### config.mk
export PLATFORM = sky130hd
export DESIGN_NAME = scratchpad_region_allocator
export DESIGN_NICKNAME = d
export VERILOG_FILES = /design/src/hdl/spra_pkg.sv /design/src/hdl/scratchpad_region_allocator.sv
export SDC_FILE = /design/constraint.sdc
export NUM_CORES = 1
export LEC_CHECK = 0
export BUFFER_PORTS_ARGS = -buffer_cell sky130_fd_sc_hd__buf_2
export CAP_MARGIN = 20
export CORE_ASPECT_RATIO = 0.6
export CORE_MARGIN = 2
export CORE_UTILIZATION = 30
export DETAILED_ROUTE_END_ITERATION = 12
export PLACE_DENSITY = 0.51
export RECOVER_POWER = 100
export SLEW_MARGIN = 20
export SYNTH_ARGS = -nofsm -noshare
export SYNTH_HDL_FRONTEND = slang
export SYNTH_SLANG_ARGS = --single-unit
### constraint.sdc
create_clock -name clk -period 12.1 [get_ports clk]
set_clock_uncertainty 0.2 [all_clocks]
set_input_delay 0.605 -clock clk [delete_from_list [all_inputs] [get_ports clk]]
set_output_delay 0.605 -clock clk [all_outputs]
set_load 0.1 [all_outputs]
### src/hdl/spra_pkg.sv
// shared types and constants for the scratchpad region allocator
// no dependencies; imported by scratchpad_region_allocator
package spra_pkg;

    // field widths of the stream words
    localparam int OPCODE_W   = 3;
    localparam int REQ_W      = 24;
    localparam int STATUS_W   = 3;
    localparam int OUT_PTR_W  = 19;
    localparam int EPOCH_W    = 32;
    localparam int COUNT_W    = 16;
    localparam int S_TDATA_W  = 32;
    localparam int M_TDATA_W  = 160;

    // request size plus alignment slack, and the rounded size
    localparam int NPLUS_W    = 25;
    localparam int SIZE_W     = 25;
    localparam int RECIP_W    = NPLUS_W + 1;

    localparam logic [COUNT_W-1:0] COUNT_MAX = '1;

    typedef enum logic [OPCODE_W-1:0] {
        OP_TEMP_ALLOC    = 3'd0,
        OP_PERSIST_ALLOC = 3'd1,
        OP_SUPER_ALLOC   = 3'd2,
        OP_RESET_TEMP    = 3'd3,
        OP_RESET_ALL     = 3'd4,
        OP_REGISTER      = 3'd5,
        OP_UNREGISTER    = 3'd6,
        OP_RELEASE       = 3'd7
    } op_t;

    typedef enum logic [STATUS_W-1:0] {
        ST_OK        = 3'd0,
        ST_LOCKED    = 3'd1,
        ST_NOSPACE   = 3'd2,
        ST_PERSIST   = 3'd3,
        ST_UNDERFLOW = 3'd4,
        ST_OVERFLOW  = 3'd5
    } status_t;

endpackage

### src/hdl/scratchpad_region_allocator.sv
// scratchpad region allocator: temp / persistent / super-persistent regions
// depends on spra_pkg (opcodes, status codes, field widths)
//
// usage
//   s_axis: one request word per handshake; tuser carries the opcode,
//     tdata carries the request size and the arena lock flag
//   m_axis: exactly one result word per request, in request order; tuser
//     carries the status, tdata the grant offset and the state after the step
// pipeline and throughput
//   a request accepted on s_axis passes the input register, size rounding
//   over two multiply stages (reciprocal then alignment), then the pointer
//   update that loads the result register; one request per cycle sustained
//   while m_axis_tready is high; the pointer update is a single add and
//   compare per region, so back-to-back requests see each other's state
// reset
//   rst_n low clears the pipeline; temp region empty, persistent and super
//   regions empty (both at USABLE_BYTES), epochs and instance count zero
// stalls
//   when m_axis_tready is low the result word holds; bubbles in the pipe
//   still fill, and s_axis_tready drops only once every stage is occupied
module scratchpad_region_allocator
    import spra_pkg::*;
#(
    parameter int USABLE_BYTES = 262144,
    parameter int ALIGN_BYTES  = 32
)
(
    input  logic                 clk,
    input  logic                 rst_n,

    input  logic                 s_axis_tvalid,
    output logic                 s_axis_tready,
    // [23:0] request_bytes, [24] arena_locked, [31:25] zero
    input  logic [S_TDATA_W-1:0] s_axis_tdata,
    // [2:0] opcode
    input  logic [OPCODE_W-1:0]  s_axis_tuser,

    output logic                 m_axis_tvalid,
    input  logic                 m_axis_tready,
    // [18:0] offset, [37:19] temp_top, [56:38] persist_bottom,
    // [75:57] floor_level, [107:76] temp_epoch, [139:108] persist_epoch,
    // [155:140] live_instances, [156] release_pending, [159:157] zero
    output logic [M_TDATA_W-1:0] m_axis_tdata,
    // [2:0] status
    output logic [STATUS_W-1:0]  m_axis_tuser
);

    // pointer width follows the scratchpad size
    localparam int PTR_W   = $clog2(USABLE_BYTES + 1);
    localparam int CMP_W   = ((PTR_W > SIZE_W) ? PTR_W : SIZE_W) + 1;
    localparam int ALIGN_W = $clog2(ALIGN_BYTES + 1);
    localparam int SHIFT   = NPLUS_W + $clog2(ALIGN_BYTES);
    localparam int PROD_W  = NPLUS_W + RECIP_W;
    localparam int MUL2_W  = NPLUS_W + ALIGN_W;

    // ceil(2^SHIFT / ALIGN_BYTES): exact floor division for NPLUS_W-bit values
    localparam logic [63:0] RECIP_WIDE =
        ((64'd1 << SHIFT) + 64'(ALIGN_BYTES) - 64'd1) / 64'(ALIGN_BYTES);
    localparam logic [RECIP_W-1:0] RECIP     = RECIP_W'(RECIP_WIDE);
    localparam logic [PTR_W-1:0]   USABLE    = PTR_W'(USABLE_BYTES);
    localparam logic [NPLUS_W-1:0] ALIGN_M1  = NPLUS_W'(ALIGN_BYTES - 1);
    localparam logic [ALIGN_W-1:0] ALIGN_VAL = ALIGN_W'(ALIGN_BYTES);

    // ---------------------------------------------------------------
    // pipeline handshake: a stage takes a word when empty or draining
    // ---------------------------------------------------------------
    logic a_valid_reg, b_valid_reg, c_valid_reg, m_valid_reg;
    logic out_take, c_take, b_take, a_take;

    assign out_take      = !m_valid_reg || m_axis_tready;
    assign c_take        = !c_valid_reg || out_take;
    assign b_take        = !b_valid_reg || c_take;
    assign a_take        = !a_valid_reg || b_take;
    assign s_axis_tready = a_take;
    assign m_axis_tvalid = m_valid_reg;

    // stage a: captured request with alignment slack added
    op_t                a_op_reg;
    logic               a_locked_reg;
    logic [NPLUS_W-1:0] a_plus_reg;
    // stage b: quotient by the alignment
    op_t                b_op_reg;
    logic               b_locked_reg;
    logic [NPLUS_W-1:0] b_quot_reg;
    // stage c: rounded size
    op_t                c_op_reg;
    logic               c_locked_reg;
    logic [SIZE_W-1:0]  c_size_reg;

    logic [PROD_W-1:0]  recip_prod;
    logic [MUL2_W-1:0]  align_prod;

    assign recip_prod = PROD_W'(a_plus_reg) * PROD_W'(RECIP);
    assign align_prod = MUL2_W'(b_quot_reg) * MUL2_W'(ALIGN_VAL);

    always_ff @(posedge clk or negedge rst_n)
    begin
        if (!rst_n)
        begin
            a_valid_reg <= 1'b0;
            b_valid_reg <= 1'b0;
            c_valid_reg <= 1'b0;
        end
        else
        begin
            if (a_take)
            begin
                a_valid_reg <= s_axis_tvalid;
            end
            if (b_take)
            begin
                b_valid_reg <= a_valid_reg;
            end
            if (c_take)
            begin
                c_valid_reg <= b_valid_reg;
            end
        end
    end

    always_ff @(posedge clk)
    begin
        if (a_take && s_axis_tvalid)
        begin
            a_op_reg     <= op_t'(s_axis_tuser);
            a_locked_reg <= s_axis_tdata[REQ_W];
            a_plus_reg   <= NPLUS_W'(s_axis_tdata[REQ_W-1:0]) + ALIGN_M1;
        end
        if (b_take && a_valid_reg)
        begin
            b_op_reg     <= a_op_reg;
            b_locked_reg <= a_locked_reg;
            b_quot_reg   <= NPLUS_W'(recip_prod >> SHIFT);
        end
        if (c_take && b_valid_reg)
        begin
            c_op_reg     <= b_op_reg;
            c_locked_reg <= b_locked_reg;
            c_size_reg   <= SIZE_W'(align_prod);
        end
    end

    // ---------------------------------------------------------------
    // allocator state and the next-state update
    // ---------------------------------------------------------------
    logic [PTR_W-1:0]   temp_end_reg, temp_end_next;
    logic [PTR_W-1:0]   persist_start_reg, persist_start_next;
    logic [PTR_W-1:0]   floor_reg, floor_next;
    logic [EPOCH_W-1:0] gen_count_reg, gen_count_next;
    logic [EPOCH_W-1:0] persist_gen_reg, persist_gen_next;
    logic [COUNT_W-1:0] instance_count_reg, instance_count_next;
    logic               deferred_reg, deferred_next;
    status_t            status_next;
    logic [CMP_W-1:0]   grant_next;

    logic [CMP_W-1:0]   temp_w, persist_w, floor_w, size_w;
    logic [CMP_W-1:0]   temp_plus, persist_minus, floor_minus;
    logic               commit;

    assign temp_w        = CMP_W'(temp_end_reg);
    assign persist_w     = CMP_W'(persist_start_reg);
    assign floor_w       = CMP_W'(floor_reg);
    assign size_w        = CMP_W'(c_size_reg);
    assign temp_plus     = temp_w + size_w;
    assign persist_minus = persist_w - size_w;
    assign floor_minus   = floor_w - size_w;
    assign commit        = c_valid_reg && out_take;

    always_comb
    begin
        temp_end_next       = temp_end_reg;
        persist_start_next  = persist_start_reg;
        floor_next          = floor_reg;
        gen_count_next      = gen_count_reg;
        persist_gen_next    = persist_gen_reg;
        instance_count_next = instance_count_reg;
        deferred_next       = deferred_reg;
        status_next         = ST_OK;
        grant_next          = '0;

        // the arena lock blocks every allocation and reset
        if (c_locked_reg && (c_op_reg == OP_TEMP_ALLOC || c_op_reg == OP_PERSIST_ALLOC ||
                             c_op_reg == OP_SUPER_ALLOC || c_op_reg == OP_RESET_TEMP ||
                             c_op_reg == OP_RESET_ALL))
        begin
            status_next = ST_LOCKED;
        end
        else
        begin
            case (c_op_reg)
                OP_TEMP_ALLOC:
                begin
                    if (temp_plus > persist_w)
                    begin
                        status_next = ST_NOSPACE;
                    end
                    else
                    begin
                        grant_next    = temp_w;
                        temp_end_next = PTR_W'(temp_plus);
                    end
                end
                OP_PERSIST_ALLOC:
                begin
                    if (persist_w < size_w || persist_minus < temp_w)
                    begin
                        status_next = ST_NOSPACE;
                    end
                    else
                    begin
                        persist_start_next = PTR_W'(persist_minus);
                        grant_next         = persist_minus;
                    end
                end
                OP_SUPER_ALLOC:
                begin
                    // floor moves only with no persistent space held
                    if (persist_start_reg != floor_reg)
                    begin
                        status_next = ST_PERSIST;
                    end
                    else if (floor_w < size_w || floor_minus < temp_w)
                    begin
                        status_next = ST_NOSPACE;
                    end
                    else
                    begin
                        floor_next         = PTR_W'(floor_minus);
                        persist_start_next = PTR_W'(floor_minus);
                        grant_next         = floor_minus;
                    end
                end
                OP_RESET_TEMP:
                begin
                    temp_end_next  = '0;
                    gen_count_next = gen_count_reg + 1'b1;
                end
                OP_RESET_ALL:
                begin
                    temp_end_next      = '0;
                    persist_start_next = floor_reg;
                    gen_count_next     = gen_count_reg + 1'b1;
                    persist_gen_next   = persist_gen_reg + 1'b1;
                end
                OP_REGISTER:
                begin
                    if (instance_count_reg == COUNT_MAX)
                    begin
                        status_next = ST_OVERFLOW;
                    end
                    else
                    begin
                        instance_count_next = instance_count_reg + 1'b1;
                    end
                end
                OP_UNREGISTER:
                begin
                    if (instance_count_reg == '0)
                    begin
                        status_next = ST_UNDERFLOW;
                    end
                    else
                    begin
                        instance_count_next = instance_count_reg - 1'b1;
                        // last instance gone: give back the floor, or defer it
                        if (instance_count_reg == COUNT_W'(1) && floor_reg < USABLE)
                        begin
                            if (c_locked_reg)
                            begin
                                deferred_next = 1'b1;
                            end
                            else
                            begin
                                temp_end_next      = '0;
                                floor_next         = USABLE;
                                persist_start_next = USABLE;
                                gen_count_next     = gen_count_reg + 1'b1;
                                persist_gen_next   = persist_gen_reg + 1'b1;
                                deferred_next      = 1'b0;
                            end
                        end
                    end
                end
                OP_RELEASE:
                begin
                    if (deferred_reg && !c_locked_reg && instance_count_reg == '0)
                    begin
                        temp_end_next      = '0;
                        floor_next         = USABLE;
                        persist_start_next = USABLE;
                        gen_count_next     = gen_count_reg + 1'b1;
                        persist_gen_next   = persist_gen_reg + 1'b1;
                        deferred_next      = 1'b0;
                    end
                end
                default:
                begin
                    status_next = ST_OK;
                end
            endcase
        end
    end

    always_ff @(posedge clk or negedge rst_n)
    begin
        if (!rst_n)
        begin
            temp_end_reg       <= '0;
            persist_start_reg  <= USABLE;
            floor_reg          <= USABLE;
            gen_count_reg      <= '0;
            persist_gen_reg    <= '0;
            instance_count_reg <= '0;
            deferred_reg       <= 1'b0;
            m_valid_reg        <= 1'b0;
        end
        else
        begin
            if (commit)
            begin
                temp_end_reg       <= temp_end_next;
                persist_start_reg  <= persist_start_next;
                floor_reg          <= floor_next;
                gen_count_reg      <= gen_count_next;
                persist_gen_reg    <= persist_gen_next;
                instance_count_reg <= instance_count_next;
                deferred_reg       <= deferred_next;
            end
            if (out_take)
            begin
                m_valid_reg <= c_valid_reg;
            end
        end
    end

    // ---------------------------------------------------------------
    // result register
    // ---------------------------------------------------------------
    status_t            r_status_reg;
    logic [OUT_PTR_W-1:0] r_offset_reg, r_temp_reg, r_persist_reg, r_floor_reg;
    logic [EPOCH_W-1:0] r_gen_reg, r_pgen_reg;
    logic [COUNT_W-1:0] r_count_reg;
    logic               r_pending_reg;

    always_ff @(posedge clk)
    begin
        if (commit)
        begin
            r_status_reg  <= status_next;
            r_offset_reg  <= grant_next[OUT_PTR_W-1:0];
            r_temp_reg    <= OUT_PTR_W'(CMP_W'(temp_end_next));
            r_persist_reg <= OUT_PTR_W'(CMP_W'(persist_start_next));
            r_floor_reg   <= OUT_PTR_W'(CMP_W'(floor_next));
            r_gen_reg     <= gen_count_next;
            r_pgen_reg    <= persist_gen_next;
            r_count_reg   <= instance_count_next;
            r_pending_reg <= deferred_next;
        end
    end

    assign m_axis_tuser = r_status_reg;
    assign m_axis_tdata = {3'b000, r_pending_reg, r_count_reg, r_pgen_reg, r_gen_reg,
                           r_floor_reg, r_persist_reg, r_temp_reg, r_offset_reg};

    // ---------------------------------------------------------------
    // checks
    // ---------------------------------------------------------------
    // the three regions never overlap
    assert property (@(posedge clk) disable iff (!rst_n)
        temp_end_reg <= persist_start_reg)
        else $error("temp region runs into persistent region");

    assert property (@(posedge clk) disable iff (!rst_n)
        persist_start_reg <= floor_reg)
        else $error("persistent region runs past the floor");

    assert property (@(posedge clk) disable iff (!rst_n)
        floor_reg <= USABLE)
        else $error("floor above the scratchpad end");

    // a pending release always has a lowered floor to give back
    assert property (@(posedge clk) disable iff (!rst_n)
        deferred_reg |-> floor_reg != USABLE)
        else $error("release pending with nothing to release");

endmodule
==> metrics.md <==
| Metric | Value |
|---|---|
| Status | `complete, but fails checks` |
| Violated checks | `capacitance limit, slew limit` |
| Clock Power Share | `0.295` |
| Cells after DPL | `2902` |
| Syn. warnings | `0` |
| Area Overhead vs Synth | `14.7%` |
| Number of setup buffers added after CTS | `0` |
| Fin crit period | `8.05 ns` |
| Number of flops mapped to enable cells by yosys | `232` |
| Top FF cell, synth | `edfxtp_1` |
| Yosys cell types | `82` |
| Non-Filler Instances | `2979` |
| Slowest CP cell | `clkbuf_1` |
| Worst min path class | `primary input to register` |
| Fin Setup TNS | `0 ns` |
| Number of cells produced by synthesis | `1855` |
| Gr busiest metal | `met1` |
| Fmax | `124 MHz` |
| Grt total ovfl | `0` |
| Hold Vio Cnt, Final | `0` |
| Post-synthesis sequential area ratio | `0.522` |
| Slowest stage delay, CP | `1.49 ns` |
| Share of layout cells above drive strength 1 | `0.0573` |
| Mapped cell area | `0.0201 sq mm` |
| Core footprint | `0.0663 sq mm` |
| Antenna violations before repair | `0` |
| Critical path class | `register to register` |
| Num CTS Buffers | `39` |
| Routed via count | `15476` |
| Die ar. | `0.0693 sq mm` |
| Die width | `339 um` |
| Pwr dens | `175 mW/mm^2` |
| Met2 Usage GRT | `0.227` |
| Count of final setup violators | `0` |
| Detailed Routing Iterations Pass 1 | `5` |
| WL/cell | `21.3 um` |
| Met1 Track Usage GR | `0.293` |
| Vias in the first global route | `14668` |
| Routability cong. | `0.970` |
| Antenna-violating nets left | `0` |
| Yosys reg bits | `374` |
| Final net count | `2193` |
| Row cnt | `73` |
| Clock-pin slew on the worst setup and hold paths | `0.06 ns` |
| Leakage | `9.13 nW` |
| GR Util met3 | `0.0554` |
| Synthesized area per cell | `10.9 sq um` |
| Port bufs | `193` |
| Area leader, netlist | `edfxtp_1` |
| Comb power frac | `0.293` |
| CP Cell Sequence | `inv_1 -> fa_1 -> nor2b_1 -> o31a_1 -> or2_2 -> a31oi_1 -> nor2b_1 -> o31ai_1 -> nand2b_1 -> xor2_1 -> ha_1 -> a21o_1 -> a221oi_1 -> o211ai_1 -> o31ai_1 -> and3_1 -> nand4_1 -> nor4_4 -> clkbuf_1 -> and2_0 -> a22o_1` |
| 1st-iter DRT viols | `1798` |
| Max Cap Viol | `9` |
| Vias per cell | `5.20` |
| Post-CTS sizing | `0` |
| Slew @ Worst Pin | `4.63 ns` |
| Crit path required time | `12.39 ns` |
| Die height | `205 um` |
| Internal power | `2.43 mW` |
| Share of the synthesized area in the top cell type | `0.346` |
| Max transition margin | `-2.08` |
| CTS tree | `done` |
| Longest Clk Path Bufs | `3` |
| Maximum number of pins on one net before global-route repair | `82` |
| Routed WL | `63500 um` |
| HPWL Detailed | `47900 um` |
| Crit path DAT | `8.34 ns` |
| Root Buffer | `clkbuf_16` |
| GRT Resource Usage Total | `0.180` |
| Top post-synthesis cells by area | `edfxtp_1 35%, dfrtp_1 17%, ha_1 6.4%, xnor2_1 5.5%, xor2_1 3.3%` |
| Finished Core Util | `0.348` |
| First-pass GRT wire length | `94200 um` |
| Part of the cycle the worst path needs | `0.665` |
| Skew-Pair Late Insertion Delay | `0.57 ns` |
| RSZ-0062 raised after global routing | `false` |
| Crit end category | `register` |
| Sequential power share | `0.412` |
| CP startpoint kind | `register` |
| DRC violations left | `0` |
| H-tree lvl count | `2` |
| Psw | `1.60 mW` |
| Sw Share | `0.397` |
| Slew Limit Fails | `365` |
| Clk sink count | `374` |
| I/O Pins | `204` |
| Synth async-reset ratio | `0.380` |
| Peak supply drop | `80.0 uV` |
| Initial core utilization | `0.304` |
| Critical-path maximum fanout | `35` |
==> layout by cell type, fill, tap and decap left out, drive strengths merged, types with 38 or more instances in the layout <==
master / synthesis / layout
a21oi: 64 / 64
a22o: 68 / 68
and3: 39 / 39
buf: 22 / 40
clkbuf: 44 / 233
dfrtp: 140 / 140
edfxtp: 232 / 232
ha: 103 / 103
inv: 89 / 89
nand2: 175 / 175
nand3: 56 / 56
nor2: 148 / 148
nor3: 38 / 38
o21ai: 85 / 85
xnor2: 127 / 127
xor2: 77 / 77
==> cell usage after synthesis (5+ instances only) <==
cell / instances
xnor2_1: 126
and2_1: 23
nand3_1: 56
o21a_1: 15
o31ai_1: 5
buf_4: 5
nor2b_1: 11
or2_2: 6
a21o_1: 21
a22o_1: 68
nor3_1: 38
a22oi_1: 28
nand4_1: 36
buf_2: 9
clkbuf_1: 44
nand2b_1: 22
nor2_1: 148
buf_1: 7
a31oi_1: 14
dfrtp_1: 140
a21oi_1: 63
o21ai_0: 82
nor4_1: 12
edfxtp_1: 232
o211ai_1: 13
and4_1: 6
o22ai_1: 16
or3_1: 11
o2bb2ai_1: 9
and3_1: 39
xor2_1: 77
ha_1: 103
inv_1: 89
a211oi_1: 11
a2111oi_0: 5
a32o_1: 5
nand2_1: 175
==> cell families after synthesis <==
kind of cell	Yosys count	share of synthesized area
AND/OR/NAND/NOR	606	0.148
AO/OA/AOI/OAI	401	0.139
flip-flops	374	0.522
XOR/XNOR	204	0.0891
buffers and inverters	156	0.0309
adder cells (fa/ha/maj)	106	0.0669
multiplexers	7	0.00373
other	1	0.000186
==> metrics by stage <==
step                      area (sq um)  hold slack, ns  worst slack [ns]  total power, mW
final                            23100          0.0361              4.05             4.04
after global routing             23100          0.0142              2.93             4.22
after CTS                        23400         0.00645              5.43             4.09
after detailed placement         22100           0.205              5.45             2.88
after global placement           22100           0.206              5.50             2.87
after floorplan                  20200           0.109              5.28             2.59
==> repair_timing <==
action / CTS / global route
hold endpoints to repair: 76 / 0
endpoints found under the setup margin: 0 / 0
hold buffers: 2 / 0
==> worst max-delay path: cells and delay by family, from the launching register on <==
family                   cells  cell delay (ns)
buffers and inverters        2             1.91
adder cells (fa/ha/maj)      2             0.64
AND/OR/NAND/NOR              8             1.96
XOR/XNOR                     1             0.37
flip-flops                   1             0.58
AO/OA/AOI/OAI                8             2.29
==> final timing paths <==
kind	from	to	slack, ns	cells past startpoint
min in group asynchronous	rst_n	gen_count_reg[20]	2.08	2
hold / removal	s_axis_tuser[2]	a_op_reg[2]	0.04	1
setup / recovery	c_size_reg[6]	temp_end_reg[8]	4.05	21
hold reg to reg	b_op_reg[0]	c_op_reg[0]	0.21	0
max in group asynchronous	rst_n	m_axis_tvalid	4.29	4
setup reg to reg	c_size_reg[6]	temp_end_reg[8]	4.05	21
==> power by group through the flow <==
stage	Combinational, mW	Clock (mW)	Sequential [mW]
3_5_place_dp	1.20	0	1.68
5_1_grt	1.25	1.28	1.68
2_1_floorplan	0.472	0	2.11
3_3_place_gp	1.19	0	1.68
4_1_cts	1.20	1.23	1.66
6_report	1.18	1.19	1.66
==> final cells by class <==
class	count	area, sq um
fillers	6788	43200
repair buffers	216	907
inverters	90	339
well taps	900	1130
flip-flops and latches	374	10500
diodes	1	2.50
clock buffers	59	1170
clock inverters	12	61.3
multi-input cells	1327	8970
==> metal layers <==
metal | up-vias | share of wire
met5 | - | 0
met1 | 7666 | 0.52
met3 | 53 | 0.094
li1 | 7167 | -
met2 | 590 | 0.37
met4 | 0 | 0.012
Power figures use the tool's default switching activity.
